<file path="src/rtl/core/sfp_pkg.sv">
// Package for the serial bus frame parser: parse and sequencer state types,
// command and status structs, protocol byte codes and the channel scaling.
// No dependencies.
package sfp_pkg;

   localparam int FRAME_BYTES = 25;
   localparam int CNT_W       = 5;

   localparam logic [7:0] START_SYM   = 8'h0f;
   localparam logic [7:0] END_SBUS    = 8'h00;
   localparam logic [7:0] END_VOLT    = 8'h04;
   localparam logic [7:0] END_GPS     = 8'h14;
   localparam logic [7:0] END_SBUS2_A = 8'h24;
   localparam logic [7:0] END_SBUS2_B = 8'h34;
   localparam logic [7:0] MARK_VOLT   = 8'h03;
   localparam logic [7:0] MARK_GPS    = 8'h13;
   localparam int         VOLT_BYTES  = 3;
   localparam int         GPS_BYTES   = 24;
   localparam int         PROP_CHANNELS = 16;
   localparam int         ALL_CHANNELS  = 18;
   localparam logic [11:0] VALUE_OFFSET = 12'd874;
   localparam logic [11:0] SWITCH_ON    = 12'd1998;
   localparam logic [11:0] SWITCH_OFF   = 12'd998;
   localparam logic [4:0]  MAX_CH_RESET = 5'd18;

   typedef enum logic [2:0] {
      PS_DESYNC, PS_START, PS_SYNC1, PS_SYNC2, PS_VOLT, PS_GPS
   } parse_state_type;

   typedef enum logic [1:0] {
      PH_IDLE, PH_EMIT, PH_SHIFT
   } phase_type;

   typedef enum logic [1:0] {
      CNT_BASE, CNT_INC, CNT_ONE, CNT_ZERO
   } cnt_op_type;

   typedef enum logic [2:0] {
      END_BAD, END_IS_SBUS, END_IS_VOLT, END_IS_GPS, END_IS_SBUS2
   } end_code_type;

   typedef struct packed {
      logic       accept;
      logic       wr_store;
      cnt_op_type cnt_op;
      logic       drop_inc;
      logic       start_shift;
      logic       shift;
      logic       start_emit;
      logic       emit;
   } cmd_type;

   typedef struct packed {
      logic         full;
      logic         frame_complete;
      logic         start_ok;
      end_code_type end_code;
      logic         b_start;
      logic         first_start;
      logic         volt_done;
      logic         gps_done;
      logic         volt_mark_ok;
      logic         gps_mark_ok;
      logic         shift_hit;
      logic         shift_end;
      logic         emit_last;
      logic         emit_none;
      logic         out_free;
   } status_type;

   // Microsecond scaling of an 11-bit raw channel, rounded half up.
   function automatic logic [11:0] scale_raw(input logic [10:0] raw);
      logic [13:0] prod;
      prod = 14'({raw, 2'b00}) + 14'(raw) + 14'd4;
      return 12'(prod[13:3]) + VALUE_OFFSET;
   endfunction

endpackage

</file>
<file path="src/rtl/core/sfp_ctrl.sv">
// Sequencer of the frame parser: parse state and work phase, issues commands
// to the datapath. Depends on sfp_pkg.
module sfp_ctrl
   import sfp_pkg::*;
(
   input  logic       clock,
   input  logic       reset,
   input  logic       req_valid,
   output logic       req_ready,
   input  status_type status,
   output cmd_type    cmd
);

   parse_state_type ps_ff, ps_in, ps_eff;
   phase_type       phase_ff, phase_in;

   always_ff @(posedge clock) begin
      if (reset) begin
         ps_ff    <= PS_DESYNC;
         phase_ff <= PH_IDLE;
      end else begin
         ps_ff    <= ps_in;
         phase_ff <= phase_in;
      end
   end

   always_comb begin
      ps_in     = ps_ff;
      phase_in  = phase_ff;
      cmd       = '0;
      cmd.cnt_op = CNT_BASE;
      req_ready = (phase_ff == PH_IDLE);
      ps_eff    = status.full ? PS_DESYNC : ps_ff;
      unique case (phase_ff)
         PH_IDLE: begin
            if (req_valid) begin
               cmd.accept = 1'b1;
               ps_in      = ps_eff;
               unique case (ps_eff)
                  PS_START, PS_SYNC1, PS_SYNC2: begin
                     cmd.wr_store = 1'b1;
                     cmd.cnt_op   = CNT_INC;
                     if (status.frame_complete) begin
                        cmd.cnt_op = CNT_ZERO;
                        if (!status.start_ok) begin
                           cmd.drop_inc    = 1'b1;
                           ps_in           = PS_DESYNC;
                           phase_in        = PH_SHIFT;
                           cmd.start_shift = 1'b1;
                        end else begin
                           unique case (status.end_code)
                              END_IS_SBUS:  ps_in = PS_SYNC1;
                              END_IS_VOLT:  ps_in = PS_VOLT;
                              END_IS_GPS:   ps_in = PS_GPS;
                              END_IS_SBUS2: ps_in = PS_SYNC2;
                              default:      ps_in = PS_DESYNC;
                           endcase
                           if (status.end_code == END_BAD) begin
                              phase_in        = PH_SHIFT;
                              cmd.start_shift = 1'b1;
                           end else if (!status.emit_none) begin
                              phase_in       = PH_EMIT;
                              cmd.start_emit = 1'b1;
                           end
                        end
                     end
                  end
                  PS_VOLT, PS_GPS: begin
                     cmd.wr_store = 1'b1;
                     cmd.cnt_op   = CNT_INC;
                     if (status.first_start) ps_in = PS_SYNC2;
                     if ((ps_eff == PS_VOLT) ? status.volt_done : status.gps_done) begin
                        if ((ps_eff == PS_VOLT) ? status.volt_mark_ok
                                                : status.gps_mark_ok) begin
                           cmd.cnt_op = CNT_ZERO;
                        end else begin
                           ps_in        = PS_DESYNC;
                           cmd.drop_inc = 1'b1;
                        end
                     end
                  end
                  default: begin
                     ps_in = PS_DESYNC;
                     if (status.b_start) begin
                        cmd.wr_store = 1'b1;
                        cmd.cnt_op   = CNT_ONE;
                        ps_in        = PS_START;
                     end
                  end
               endcase
            end
         end
         PH_EMIT: begin
            if (status.out_free) begin
               cmd.emit = 1'b1;
               if (status.emit_last) phase_in = PH_IDLE;
            end
         end
         PH_SHIFT: begin
            cmd.shift = 1'b1;
            if (status.shift_hit) begin
               ps_in    = PS_START;
               phase_in = PH_IDLE;
            end else if (status.shift_end) begin
               ps_in    = PS_DESYNC;
               phase_in = PH_IDLE;
            end
         end
         default: phase_in = PH_IDLE;
      endcase
   end

endmodule

</file>
<file path="src/rtl/core/sfp_datapath.sv">
// Datapath of the frame parser: frame store, counters, channel register and
// the result register. Depends on sfp_pkg.
module sfp_datapath
   import sfp_pkg::*;
(
   input  logic        clock,
   input  logic        reset,
   input  cmd_type     cmd,
   output status_type  status,
   input  logic [7:0]  req_rx_byte,
   input  logic        csr_wr_en,
   input  logic [4:0]  csr_wr_data,
   output logic        rsp_valid,
   input  logic        rsp_ready,
   output logic [4:0]  rsp_channel_index,
   output logic [11:0] rsp_channel_value,
   output logic        rsp_failsafe,
   output logic        rsp_frame_lost,
   output logic [15:0] rsp_drop_count,
   output logic        rsp_last_channel
);

   logic [7:0]       store_ff [FRAME_BYTES];
   logic [CNT_W-1:0] cnt_ff, cnt_in, base, widx;
   logic [15:0]      drop_ff;
   logic [4:0]       shift_ff, ch_ff, max_ch_ff, total, prop_cnt;
   logic [175:0]     chan_bits;
   logic [10:0]      raw;
   logic [11:0]      value;
   logic             rsp_valid_ff;
   logic [4:0]       idx_ff;
   logic [11:0]      val_ff;
   logic             fs_ff, fl_ff, last_ff;
   logic [15:0]      drop_out_ff;
   logic [7:0]       flags;
   logic             fs, fl;

   assign base  = status.full ? '0 : cnt_ff;
   assign widx  = (cmd.cnt_op == CNT_ONE) ? '0 : base;
   assign flags = store_ff[FRAME_BYTES-2];
   assign fs    = flags[3];
   assign fl    = flags[3] | flags[2];

   assign prop_cnt = (max_ch_ff > 5'(PROP_CHANNELS)) ? 5'(PROP_CHANNELS) : max_ch_ff;
   assign total    = (max_ch_ff > 5'(ALL_CHANNELS - 1)) ? 5'(ALL_CHANNELS) : prop_cnt;

   always_comb begin
      for (int i = 0; i < 22; i++) chan_bits[i*8 +: 8] = store_ff[i+1];
   end
   assign raw   = chan_bits[{ch_ff[3:0], 3'b000} + {ch_ff[3:0], 1'b0} + 8'(ch_ff[3:0]) +: 11];
   always_comb begin
      case (ch_ff)
         5'd16:   value = flags[0] ? SWITCH_ON : SWITCH_OFF;
         5'd17:   value = flags[1] ? SWITCH_ON : SWITCH_OFF;
         default: value = scale_raw(raw);
      endcase
   end

   always_comb begin
      status.full           = (cnt_ff >= 5'(FRAME_BYTES));
      status.frame_complete = (base == 5'(FRAME_BYTES - 1));
      status.start_ok       = (store_ff[0] == START_SYM);
      case (req_rx_byte)
         END_SBUS:                 status.end_code = END_IS_SBUS;
         END_VOLT:                 status.end_code = END_IS_VOLT;
         END_GPS:                  status.end_code = END_IS_GPS;
         END_SBUS2_A, END_SBUS2_B: status.end_code = END_IS_SBUS2;
         default:                  status.end_code = END_BAD;
      endcase
      status.b_start      = (req_rx_byte == START_SYM);
      status.first_start  = (base == '0) && (req_rx_byte == START_SYM);
      status.volt_done    = (base >= 5'(VOLT_BYTES - 1));
      status.gps_done     = (base >= 5'(GPS_BYTES - 1));
      // The first slot byte is the one being written when the count is zero.
      status.volt_mark_ok = (((base == '0) ? req_rx_byte : store_ff[0]) == MARK_VOLT);
      status.gps_mark_ok  = (((base == '0) ? req_rx_byte : store_ff[0]) == MARK_GPS);
      status.shift_hit    = (store_ff[1] == START_SYM);
      status.shift_end    = (shift_ff == 5'(FRAME_BYTES - 2));
      status.emit_last    = (ch_ff + 5'd1 == total);
      status.emit_none    = (total == '0);
      status.out_free     = !rsp_valid_ff || rsp_ready;
   end

   always_comb begin
      cnt_in = cnt_ff;
      if (cmd.accept) begin
         case (cmd.cnt_op)
            CNT_INC:  cnt_in = base + 5'd1;
            CNT_ONE:  cnt_in = 5'd1;
            CNT_ZERO: cnt_in = '0;
            default:  cnt_in = base;
         endcase
      end else if (cmd.shift) begin
         // After shifting, the new start byte sits at entry zero.
         if (status.shift_hit)      cnt_in = 5'(FRAME_BYTES - 1) - shift_ff;
         else if (status.shift_end) cnt_in = '0;
      end
   end

   always_ff @(posedge clock) begin
      if (cmd.accept && cmd.wr_store) store_ff[widx] <= req_rx_byte;
      else if (cmd.shift) begin
         for (int i = 0; i < FRAME_BYTES - 1; i++) store_ff[i] <= store_ff[i+1];
      end
      if (cmd.start_shift) shift_ff <= '0;
      else if (cmd.shift)  shift_ff <= shift_ff + 5'd1;
      if (cmd.start_emit) ch_ff <= '0;
      else if (cmd.emit)  ch_ff <= ch_ff + 5'd1;
      if (cmd.emit) begin
         idx_ff      <= ch_ff;
         val_ff      <= value;
         fs_ff       <= fs;
         fl_ff       <= fl;
         last_ff     <= status.emit_last;
         drop_out_ff <= drop_ff;
      end
   end

   always_ff @(posedge clock) begin
      if (reset) begin
         cnt_ff       <= '0;
         drop_ff      <= '0;
         max_ch_ff    <= MAX_CH_RESET;
         rsp_valid_ff <= 1'b0;
      end else begin
         cnt_ff <= cnt_in;
         if (cmd.drop_inc) drop_ff <= drop_ff + 16'd1;
         if (csr_wr_en) max_ch_ff <= csr_wr_data;
         if (cmd.emit)       rsp_valid_ff <= 1'b1;
         else if (rsp_ready) rsp_valid_ff <= 1'b0;
      end
   end

   assign rsp_valid         = rsp_valid_ff;
   assign rsp_channel_index = idx_ff;
   assign rsp_channel_value = val_ff;
   assign rsp_failsafe      = fs_ff;
   assign rsp_frame_lost    = fl_ff;
   assign rsp_drop_count    = drop_out_ff;
   assign rsp_last_channel  = last_ff;

endmodule

</file>
<file path="src/rtl/core/sbus_frame_parser.sv">
// Serial bus receiver frame parser, top level: joins sequencer and datapath.
// Depends on sfp_pkg, sfp_ctrl and sfp_datapath.
//
// Usage: one received byte is taken per request on req_valid/req_ready.
// Bytes are gathered into a 25-byte frame after a 0x0f start byte. A good
// frame gives up to 18 channel results on rsp_valid/rsp_ready, one per cycle
// while the receiver takes them, the final one marked by rsp_last_channel.
// After the closing byte the sequencer enters its emit phase, and each result
// is loaded into the result register before it is shown. A byte that does
// not close a frame is taken without holding the input. A good frame holds
// the input until all its results (up to 18) are loaded. A bad frame runs
// a byte-wise search of the store for a new start byte, at most 24 positions.
// csr_wr_en/csr_wr_data set the channel count; write it only while idle.
// A stalled receiver holds the current result and halts emission; input
// requests wait until all results of the frame have been loaded.
// Reset: parser hunts for a start byte, drop counter zero, channel count 18.
// The frame store itself is not cleared.
module sbus_frame_parser
   import sfp_pkg::*;
(
   input  logic        clock,
   input  logic        reset,
   input  logic        req_valid,
   output logic        req_ready,
   input  logic [7:0]  req_rx_byte,
   input  logic        csr_wr_en,
   input  logic [4:0]  csr_wr_data,
   output logic        rsp_valid,
   input  logic        rsp_ready,
   output logic [4:0]  rsp_channel_index,
   output logic [11:0] rsp_channel_value,
   output logic        rsp_failsafe,
   output logic        rsp_frame_lost,
   output logic [15:0] rsp_drop_count,
   output logic        rsp_last_channel
);

   cmd_type    cmd;
   status_type status;

   sfp_ctrl u_ctrl (
      .clock     (clock),
      .reset     (reset),
      .req_valid (req_valid),
      .req_ready (req_ready),
      .status    (status),
      .cmd       (cmd)
   );

   sfp_datapath u_dp (
      .clock             (clock),
      .reset             (reset),
      .cmd               (cmd),
      .status            (status),
      .req_rx_byte       (req_rx_byte),
      .csr_wr_en         (csr_wr_en),
      .csr_wr_data       (csr_wr_data),
      .rsp_valid         (rsp_valid),
      .rsp_ready         (rsp_ready),
      .rsp_channel_index (rsp_channel_index),
      .rsp_channel_value (rsp_channel_value),
      .rsp_failsafe      (rsp_failsafe),
      .rsp_frame_lost    (rsp_frame_lost),
      .rsp_drop_count    (rsp_drop_count),
      .rsp_last_channel  (rsp_last_channel)
   );

`ifndef SYNTHESIS
   // While a non-final result is held, the frame is still being emitted.
   a_no_req_mid_frame: assert property (@(posedge clock) disable iff (reset)
      rsp_valid && !rsp_last_channel |-> !req_ready)
      else $error("request taken while frame results are pending");

   a_value_range: assert property (@(posedge clock) disable iff (reset)
      rsp_valid |-> rsp_channel_value >= 12'd874 && rsp_channel_value <= 12'd2153
                    && rsp_channel_index <= 5'd17)
      else $error("result outside channel range");

   // The drop counter reported within one frame cannot change.
   a_drop_steady: assert property (@(posedge clock) disable iff (reset)
      rsp_valid && rsp_ready && !rsp_last_channel ##1 rsp_valid
      |-> rsp_drop_count == $past(rsp_drop_count))
      else $error("drop count changed within a frame");
`endif

endmodule

</file>
<file path="config.mk">
export PLATFORM = sky130hd
export DESIGN_NAME = sbus_frame_parser
export DESIGN_NICKNAME = d
export VERILOG_FILES = /design/src/rtl/core/sfp_pkg.sv /design/src/rtl/core/sfp_ctrl.sv /design/src/rtl/core/sfp_datapath.sv /design/src/rtl/core/sbus_frame_parser.sv
export SDC_FILE = /design/constraint.sdc
export NUM_CORES = 1
export LEC_CHECK = 0
export BUFFER_PORTS_ARGS = -buffer_cell sky130_fd_sc_hd__buf_2
export CAP_MARGIN = 0
export CORE_MARGIN = 2
export CORE_UTILIZATION = 69
export DETAILED_ROUTE_END_ITERATION = 12
export MAX_ROUTING_LAYER = met4
export PLACE_DENSITY = 0.87
export SYNTH_ARGS = -nofsm -noshare
export SYNTH_HDL_FRONTEND = slang
export SYNTH_SLANG_ARGS = --single-unit
</file>
<file path="constraint.sdc">
create_clock -name clock -period 12.6 [get_ports clock]
set_input_delay 3.15 -clock clock [delete_from_list [all_inputs] [get_ports clock]]
set_output_delay 3.15 -clock clock [all_outputs]
set_load 0.005 [all_outputs]
</file>
# Yosys cells after proc, flatten, opt, wreduce, memory -nomap -nowiden
# Memories as Yosys holds them, arrays and structs flattened.
# Cells that the tools add are included.
[classes] n_addsub=10 order_cmp=5 n_eq_ne=35 n_shift=1 mux=73 bitwise_logic=1 n_reduce_logical=20
[ops] operator="176-bit by 9-bit indexed part select with 11-bit output" n=1
[ops] operator="5-bit two-way mux" n=9
[ops] operator="3-bit two-way mux" n=11
[ops] operator="1-bit two-way mux" n=26
[ops] operator="8-bit by 4-bit equality test with 1-bit output (second input constant)" n=3
[ops] operator="12-bit case mux with 2 select lines" n=1
[ops] operator="3-bit case mux with 4 select lines" n=2
[ops] operator="11-bit two-way mux" n=2
[ops] operator="2-bit two-way mux" n=11
[ops] operator="5-bit equality test (second input constant)" n=4
[ops] operator="3-bit case mux with 2 select lines" n=3
[ops] operator="16-bit by 1-bit adder with 16-bit output (second input constant)" n=1
[ops] operator="8-bit by 5-bit equality test with 1-bit output (second input constant)" n=2
[ops] operator="8-bit by 6-bit equality test with 1-bit output (second input constant)" n=2
[ops] operator="8-bit two-way mux" n=2
[ops] operator="5-bit by 1-bit adder with 5-bit output (second input constant)" n=3
[ops] operator="5-bit case mux with 3 select lines" n=1
[ops] operator="13-bit by 11-bit adder with 14-bit output" n=1
[ops] operator="14-bit by 3-bit adder with 14-bit output (second input constant)" n=1
[ops] operator="11-bit by 10-bit adder with 12-bit output (second input constant)" n=1
[ops] operator="3-bit by 2-bit equality test with 1-bit output (second input constant)" n=4
[ops] operator="6-bit two-way mux" n=2
[ops] operator="5-bit >= comparator (second input constant)" n=2
[ops] operator="5-bit greater-than comparator (second input constant)" n=2
[ops] operator="other kinds (34)" n=48
[word_totals] regBits=78 ramBits=200 inputBits=18 output_inout_bits=38 elab_cells=160 memories=1
[memory_table] memory="u_dp.store_ff" words=25 word_bits=8 read_ports=25 rd_ports_with_merged_regs=0 wr=24 line="sfp_datapath.sv:23" source="logic [7:0] store_ff [FRAME_BYTES];"

# Longest topological paths before layout
# Gate-level depths: netlist (run 1).
[logic_depth] ltp_word=16 depth_mapped=31 ltp_nobuf=23

# Modules after synthesis
# A second synthesis (run 1) with hierarchy kept.
[hier_totals] cells_unflattened=1993 area_unflattened_um2=21131.5
[modules_own_cells] module="sfp_datapath" instances=1 cells_per_inst=1924 area_each_um2=20569.7 seq_area_each_um2=7827.5
[modules_own_cells] module="sfp_ctrl" instances=1 cells_per_inst=69 area_each_um2=561.8 seq_area_each_um2=100.1

# Worst setup path before layout (run 1)
# Ideal clock, no wire load.
[synth_timing] kind="register to register" from="register u_dp.ch_ff[0]" to="register u_dp.val_ff[9], in the netlist u_dp.rsp_channel_value[9] (data pin)" setup_time_ns=0.271 arrival_ns=6.479 required_ns=12.329 path_slack_ns=5.849 path_stages_with_launch=28 n_path_buf=8 synth_period_minus_slack_ns=6.751 cell_sequence="dfxtp_1 -> buf_2 -> buf_2 -> inv_2 -> buf_1 -> buf_2 -> ha_1 -> buf_4 -> buf_2 -> buf_2 -> buf_2 -> mux2i_1 -> a21oi_1 -> mux4_2 -> mux4_2 -> o211a_1 -> ha_1 -> ha_1 -> fa_1 -> xor2_1 -> ha_1 -> inv_1 -> o21ai_0 -> a221oi_1 -> o21ai_0 -> xor2_1 -> xnor2_1 -> nand2_1"
[synth_between] elab_chain_cells=7 elab_cells_between_ends=9 cone_classes="5 x add/sub; 2 x eq/ne; 1 x shift; 1 x mux"
[synth_rtl] element="start, declared" line="sfp_datapath.sv:26" source="logic [4:0] shift_ff, ch_ff, max_ch_ff, total, prop_cnt;"
[synth_rtl] element="start signal, assigned" line="sfp_datapath.sv:108" source="else if (cmd.emit) ch_ff <= ch_ff + 5'd1;"
[synth_rtl] element="7-bit by 5-bit adder with 8-bit output" line="sfp_datapath.sv:50" source="assign raw = chan_bits[{ch_ff[3:0], 3'b000} + {ch_ff[3:0], 1'b0} + 8'(ch_ff[3:0]) +: 11];"
[synth_rtl] element="8-bit by 4-bit adder with 8-bit output" line="sfp_datapath.sv:50"
[synth_rtl] element="176-bit by 9-bit indexed part select with 11-bit output" line="sfp_datapath.sv:50"
[synth_rtl] element="13-bit by 11-bit adder with 14-bit output" line="sfp_pkg.sv:74" source="prod = 14'({raw, 2'b00}) + 14'(raw) + 14'd4;"
[synth_rtl] element="14-bit by 3-bit adder with 14-bit output" line="sfp_pkg.sv:74"
[synth_rtl] element="11-bit by 10-bit adder with 12-bit output" line="sfp_pkg.sv:75" source="return 12'(prod[13:3]) + VALUE_OFFSET;"
[synth_rtl] element="12-bit case mux with 2 select lines *" line="sfp_datapath.sv:52" source="case (ch_ff)"
[synth_rtl] element="via u_dp.value[9]" line="sfp_datapath.sv:29" source="logic [11:0] value;"
[synth_rtl] element="end signal, assigned" line="sfp_datapath.sv:111" source="val_ff <= value;"
[synth_rtl] element="end, declared" line="sfp_datapath.sv:32" source="logic [11:0] val_ff;"
# Mark *: on every way through the listed nets, which the timed path passes. The rest lies on a longest branch.
# A chain may end at the register's enable or synchronous reset.

# Worst setup path in the final report (run 1)
# Ends and elaborated chain as after synthesis.

==> results of run 1 <==
-- cells by family after synthesis --
logic type,count (synthesis),share of synthesized area [%]
compound gates,519,17.0
simple gates,445,9.96
mux,337,27.7
flops,278,37.4
buf+inv,191,3.94
xor+xnor,44,1.82
fa+ha+maj,36,2.23
-- worst paths after layout --
kind	start	endpoint	slack, ps	depth (start not counted)
worst max-delay path	u_dp.ch_ff[0]$_SDFFE_PP0P_	u_dp.rsp_channel_value[9]$_DFFE_PP_	4890	24
worst min-delay path	u_dp.drop_ff[15]$_SDFFE_PP0P_	u_dp.rsp_drop_count[15]$_DFFE_PP_	470	0
worst max register to register	u_dp.ch_ff[0]$_SDFFE_PP0P_	u_dp.rsp_channel_value[9]$_DFFE_PP_	4890	24
worst min register to register	u_dp.drop_ff[15]$_SDFFE_PP0P_	u_dp.rsp_drop_count[15]$_DFFE_PP_	470	0
-- metrics by stage --
step           hold slack [ps]  area, um2  power [mW]  worst slack, ps
2_1_floorplan              429      21200        3.96             5850
3_3_place_gp               434      21600        4.62             5160
3_5_place_dp               448      21600        4.70             4970
4_1_cts                    465      22500        5.58             4940
5_1_grt                    477      22500        5.97             4420
6_report                   465      22500        5.64             4890
-- report_power, final --
part / leakage [nW] / internal [mW] / total [mW] / switching (mW)
combinational: 5.77 / 1.58 / 3.63 / 2.05
clock: 0.454 / 0.501 / 0.869 / 0.368
sequential: 2.46 / 1.12 / 1.14 / 0.0172
-- synth_stat cells (13+ instances only) --
| cell type | instances |
|---|---|
| edfxtp_1 | 236 |
| a21o_1 | 203 |
| mux4_2 | 196 |
| nand2_1 | 177 |
| mux2i_1 | 113 |
| nor2_1 | 93 |
| clkbuf_1 | 86 |
| o21ai_0 | 79 |
| a21oi_1 | 65 |
| buf_2 | 58 |
| dfxtp_1 | 42 |
| ha_1 | 33 |
| xnor2_1 | 30 |
| mux2_2 | 28 |
| nand3_1 | 25 |
| nor3_1 | 25 |
| and2_1 | 23 |
| inv_1 | 22 |
| a211oi_1 | 21 |
| nor2b_1 | 17 |
| o21ai_1 | 17 |
| o211ai_1 | 16 |
| xor2_1 | 14 |
| a22oi_1 | 13 |
| buf_1 | 13 |
-- routing by layer --
layer	part of all wire, %	GRT usage, %
met1	36	53.0
met2	46	58.9
met3	13	9.16
met4	4.4	14.4
met5	0	-
-- registers in the layout (all words and copies together), names as in the netlist --
name and cells:
u_ctrl.phase_ff 2, u_ctrl.ps_ff 3, u_dp.ch_ff 5, u_dp.cnt_ff 5, u_dp.drop_ff 16, u_dp.max_ch_ff 5
u_dp.rsp_channel_index 5, u_dp.rsp_channel_value 12, u_dp.rsp_drop_count 16, u_dp.rsp_failsafe 1, u_dp.rsp_frame_lost 1, u_dp.rsp_last_channel 1
u_dp.rsp_valid 1, u_dp.shift_ff 5, u_dp.store_ff 200
-- layout make-up --
cell class                 count  area (um2)
clock buffer                  36         741
clock inverter                16         218
multi-input combinational   1381       12500
fill                        1977        7910
inverter                      25        95.1
tap                          396         495
sequential                   278        7930
timing repair buffer          86         520
-- critical path, cell delays in order, from the launching register on --
cell      delay, ps
dfxtp_4         750
inv_2            50
buf_4           340
ha_4            670
buf_4           900
mux2_2          430
nor2_1          110
a21oi_1          70
mux4_2          540
mux4_2          470
nand2_1          70
o21ai_0         140
a22o_1          270
ha_1            290
ha_1            240
fa_1            410
xor2_1          200
ha_1            200
inv_1            70
o21ai_0         110
a221oi_1        390
o21ai_0         180
xor2_1          180
xnor2_1         130
nand2_1          80
==> reports/metrics.csv, run 1 <==
metric,value,unit
wl_per_cell,27.5,um
dieArea,32100,um2
vias_per_cell,7.76,
vias,17201,
post_synth_inst_count,1850,
postCtsHoldBufs,0,
cts_setup_buffers,0,
n_antenna_cell,0,
synth_edf_count,236,
route.detailed.drc,0,
finalNetCount,1854,
cp-start-kind,flop,
period_share,61.2,%
place_inst,2166,
layout_commonest_cell,edfxtp_1,
synth_area_leaders,"edfxtp_1 (33%), mux4_2 (21%), a21o_1 (7.2%)",
grtUsageTotal,39.3,%
synth_seq_area_share,37.4,%
critPathArrivalTime,8000,ps
initial_core_util,69.6,%
max-cap-violations,0,
yosys.area.top_type,edfxtp_1,
hold_violations,0,
cts.clk_slew.worst_paths,60,ps
fin_cells,2218,
finalSetupViolCount,0,
io_pins,56,
cts_tree,built,
grt-ovfl-total,0,
clk-insertion-delay-late,570,ps
period_minus_slack,7710,ps
core-area,30400,um2
drtPass1Iterations,5,
drive_gt1_share,21.0,%
antenna_left,0,
slew_headroom,12.8,%
power.density,250,nW/um2
die_x,179,um
num_rows,64,
grt_max_degree,124,
worstSetupPathType,flop to flop,
path_max_fanout,80,
syn2layout_area_growth,6.28,%
syn_avg_cell_area,11.5,um2
cts-htree-levels,1,
async_flop_share,0,%
p_leak,8.68,nW
mostFrequentLayoutCells,"edfxtp_1 (236), a21o_1 (203), mux4_2 (196), nand2_1 (177), mux2i_1 (113)",
crit_path_end_kind,flop,
synth_ff_type,edfxtp_1,
yosys.area.top_type_share,33.4,%
syn_area,21200,um2
status,finished clean,
port_buffers,55,
cts_resized,0,
cts_buffers,28,
cts_buffer_depth,3,
routed_wl,61.0,mm
antenna_found_initial,0,
ys_warn_count,0,
ir_drop,0.000314,V
drt-initial-drc-count,2656,
required,12890,ps
hold_path.class,flop to flop,
die_h,179,um
max_freq,0.130,GHz
grt_pass1_vias,16037,
tns,0,ps
dpl.hpwl,41.1,mm
synth_seq_cells,278,
synth_nets,1904,
finish.utilization,74.0,%
ys_types,84,
gp_congestion,1.00,
worst_slew_pin_slew,1290,ps
cts_sinks,278,
finClkSkew,13.1,ps
rsz0062_at_grt,no,
cts_root_buf,clkbuf_16,
slew_violations,0,
grt_pass1_wl,93.9,mm
(Power assumes the default switching activity.)
==> inputs of run 2 (changes only) <==
Settings changed: ABC_AREA from default to 1, CORE_UTILIZATION 69 to 64, PLACE_DENSITY 0.87 to 0.81.
Clock period 12.6 ns to 7.4 ns, I/O delays scaled along.
==> reports/metrics.csv, run 2 <==
metric,value,unit,change
max-cap-violations,0,,unchanged
gp_congestion,0.978,,-2.5%
grt_max_degree,225,,+81%
cts_root_buf,clkbuf_16,,
cts_buffer_depth,3,,unchanged
cp-startpoint,u_dp.ch_ff[2]$_SDFFE_PP0P_,,
dieArea,33800,um2,+5.3%
grt_use_met2,60.3,%,+1.3 points
grt-ovfl-total,0,,unchanged
synth_seq_cells,278,,unchanged
r2r-end,u_dp.rsp_channel_value[9]$_DFFE_PP_,,
syn_area,20700,um2,-2.2%
finalSetupViolCount,0,,unchanged
worstSetupPathType,flop to flop,,
synth.most_common_cell,nand2_1,,
ys_types,61,,-27%
fill_cells,2640,,+34%
regToRegSetupSlack,1120,ps,-3770 ps
status,finished clean,,
cts_buffers,30,,+7.1%
synth_ff_type,edfxtp_1,,
initial_core_util,65.3,%,-4.3 points
reg2regPathDepth,26,,+8.3%
path_max_fanout,64,,-20%
period_share,84.8,%,+24 points
largest_reg_flops,200,,unchanged
tns,0,ps,unchanged
worst-path-buf-inv,4,,unchanged
grtUsageTotal,40.2,%,+0.90 points
hold_path.class,flop to flop,,
yosys.area.top_type_share,34.2,%,+0.76 points
die_x,184,um,+2.6%
port_buffers,55,,unchanged
critPathArrivalTime,6580,ps,-1420 ps
worst_slew_pin_slew,1200,ps,-94.3 ps
syn2layout_area_growth,5.94,%,
postCtsHoldBufs,0,,unchanged
cts_resized,0,,unchanged
post_synth_inst_count,2975,,+61%
cts_tree,built,,
wl_per_cell,20.0,um,-27%
vias_per_cell,6.39,,-18%
vias,21253,,+24%
crit_path_end_kind,flop,,
use_met1,54.8,%,+1.8 points
dpl.hpwl,45.7,mm,+11%
synth_area_leaders,"edfxtp_1 (34%), nand2_1 (18%), o21ai_0 (9.3%)",,
routed_wl,66.4,mm,+8.8%
layout_commonest_cell,nand2_1,,
max_freq,0.159,GHz,+23%
slowest_delay,590,ps,-310 ps
grt_pass1_wl,105,mm,+11%
cts_setup_buffers,0,,unchanged
ir_drop,0.000204,V,-35%
finalNetCount,2949,,+59%
cts_sinks,278,,unchanged
hold_violations,0,,unchanged
syn_avg_cell_area,6.96,um2,-39%
synth_edf_count,236,,unchanged
async_flop_share,0,%,unchanged
required,7700,ps,-5190 ps
synth_commonest_cells,"nand2_1 (1003), o21ai_0 (387), nand3_1 (347), edfxtp_1 (236), inv_1 (197)",,
cpLargestDelayFamily,adder cells,,
ys_warn_count,0,,unchanged
slew_violations,0,,unchanged
p_leak,9.15,nW,+5.4%
grt_pass1_vias,19513,,+22%
cts-htree-levels,1,,unchanged
core-area,31700,um2,+4.2%
io_pins,56,,unchanged
critPathCapture,u_dp.rsp_channel_value[9]$_DFFE_PP_,,
antenna_left,0,,unchanged
top_register,u_dp.store_ff,,
clk-insertion-delay-late,590,ps,+20 ps
antenna_found_initial,1,,+1
fin_hold_ws,461,ps,-4.38 ps
die_h,184,um,+2.6%
cp-start-kind,flop,,
met3_usage,7.35,%,-1.8 points
drt-initial-drc-count,2624,,-1.2%
drive_gt1_share,6.92,%,-14 points
rsz0062_at_grt,no,,
num_rows,65,,+1.6%
yosys.area.top_type,edfxtp_1,,
grt-busiest-layer,met2,,
slew_headroom,19.2,%,+6.5 points
crit_slowest_cell,buf_4,,
crit_top_cell,nand2_1,,
cp.depth,26,,+8.3%
r2r-start,u_dp.ch_ff[2]$_SDFFE_PP0P_,,
drtPass1Iterations,8,,+3
finClkSkew,16.6,ps,+3.49 ps
synth_nets,3029,,+59%
period_minus_slack,6280,ps,-1430 ps
mostFrequentLayoutCells,"nand2_1 (1003), o21ai_0 (387), nand3_1 (347), edfxtp_1 (236), inv_1 (194)",,
power.density,153,nW/um2,-39%
synth_seq_area_share,38.3,%,+0.85 points
cts.clk_slew.worst_paths,60,ps,about the same
route.detailed.drc,0,,unchanged
==> run 2: worst min path at each step <==
stage / start / to / slack [ps] / cells after the start
after global placement: u_dp.store_ff[23][3]$_DFFE_PP_ / u_dp.rsp_failsafe$_DFFE_PP_ / 440 / 0
final: u_dp.store_ff[23][3]$_DFFE_PP_ / u_dp.rsp_failsafe$_DFFE_PP_ / 460 / 0
after detailed placement: u_dp.store_ff[23][3]$_DFFE_PP_ / u_dp.rsp_failsafe$_DFFE_PP_ / 450 / 0
after CTS: u_dp.store_ff[23][3]$_DFFE_PP_ / u_dp.rsp_failsafe$_DFFE_PP_ / 460 / 0
after floorplan: u_dp.store_ff[23][3]$_DFFE_PP_ / u_dp.rsp_failsafe$_DFFE_PP_ / 430 / 0
after global routing: u_dp.store_ff[23][3]$_DFFE_PP_ / u_dp.rsp_failsafe$_DFFE_PP_ / 490 / 0
==> run 2: report_power, final <==
group / internal, mW / switching (mW)
clock: 0.896 / 0.657
combinational: 0.0259 / 0.0727
sequential: 1.70 / 0.00432
==> run 2: final cells by class <==
class	count	area [um2]	share of cell area (%)
Antenna cell	3	7.51	0.0342
Clock buffer	38	855	3.89
Clock inverter	18	185	0.844
Inverter	212	808	3.68
Multi-Input combinational cell	2288	11100	50.5
Sequential cell	278	7930	36.1
Tap cell	402	503	2.29
Timing Repair Buffer	85	576	2.62
==> run 2: per-layer routing <==
| layer | vias to the layer above | wire length, um |
|---|---|---|
| met2 | 1353 | 29600 |
| met5 | - | 0 |
| met4 | 0 | 2140 |
| met1 | 9814 | 27300 |
| li1 | 9914 | - |
| met3 | 172 | 7370 |
==> run 2: cells by family (layout without fill, tap and decap cells) <==
kind of cell             Yosys count  count (layout)  share of synthesized area, %
other                              0               3                             0
multiplexers                      16              16                         0.773
flip-flops                       278             278                          38.3
adder cells (fa/ha/maj)           36              36                          2.28
buffers and inverters            409             353                          8.44
XOR/XNOR                          32              32                          1.35
AO/OA/AOI/OAI                    651             651                          17.4
AND/OR/NAND/NOR                 1553            1553                          31.5
==> run 2: per-stage QoR <==
step	power, mW	utilization [%]	area [um2]	setup slack (ps)	cells
after detailed placement	1.83	65.9	20900	1270	3265
after global placement	1.83	65.9	20900	1490	3265
after global routing	3.43	69.2	21900	699	3321
after floorplan	1.79	-	20700	2420	2975
after CTS	3.36	69.2	21900	1230	3321
final	3.35	69.2	22000	1120	3324
==> run 2: worst register-to-register path, delay by kind of cell, from the launching register on <==
kind,cells,cell delay [ps]
adders and majority gates,4,1910
and+or+nand+nor,14,1790
buffers and inverters,4,1320
DFF,1,530
AOI/OAI and AO/OA,3,300
xor gates and xnor gates,1,180
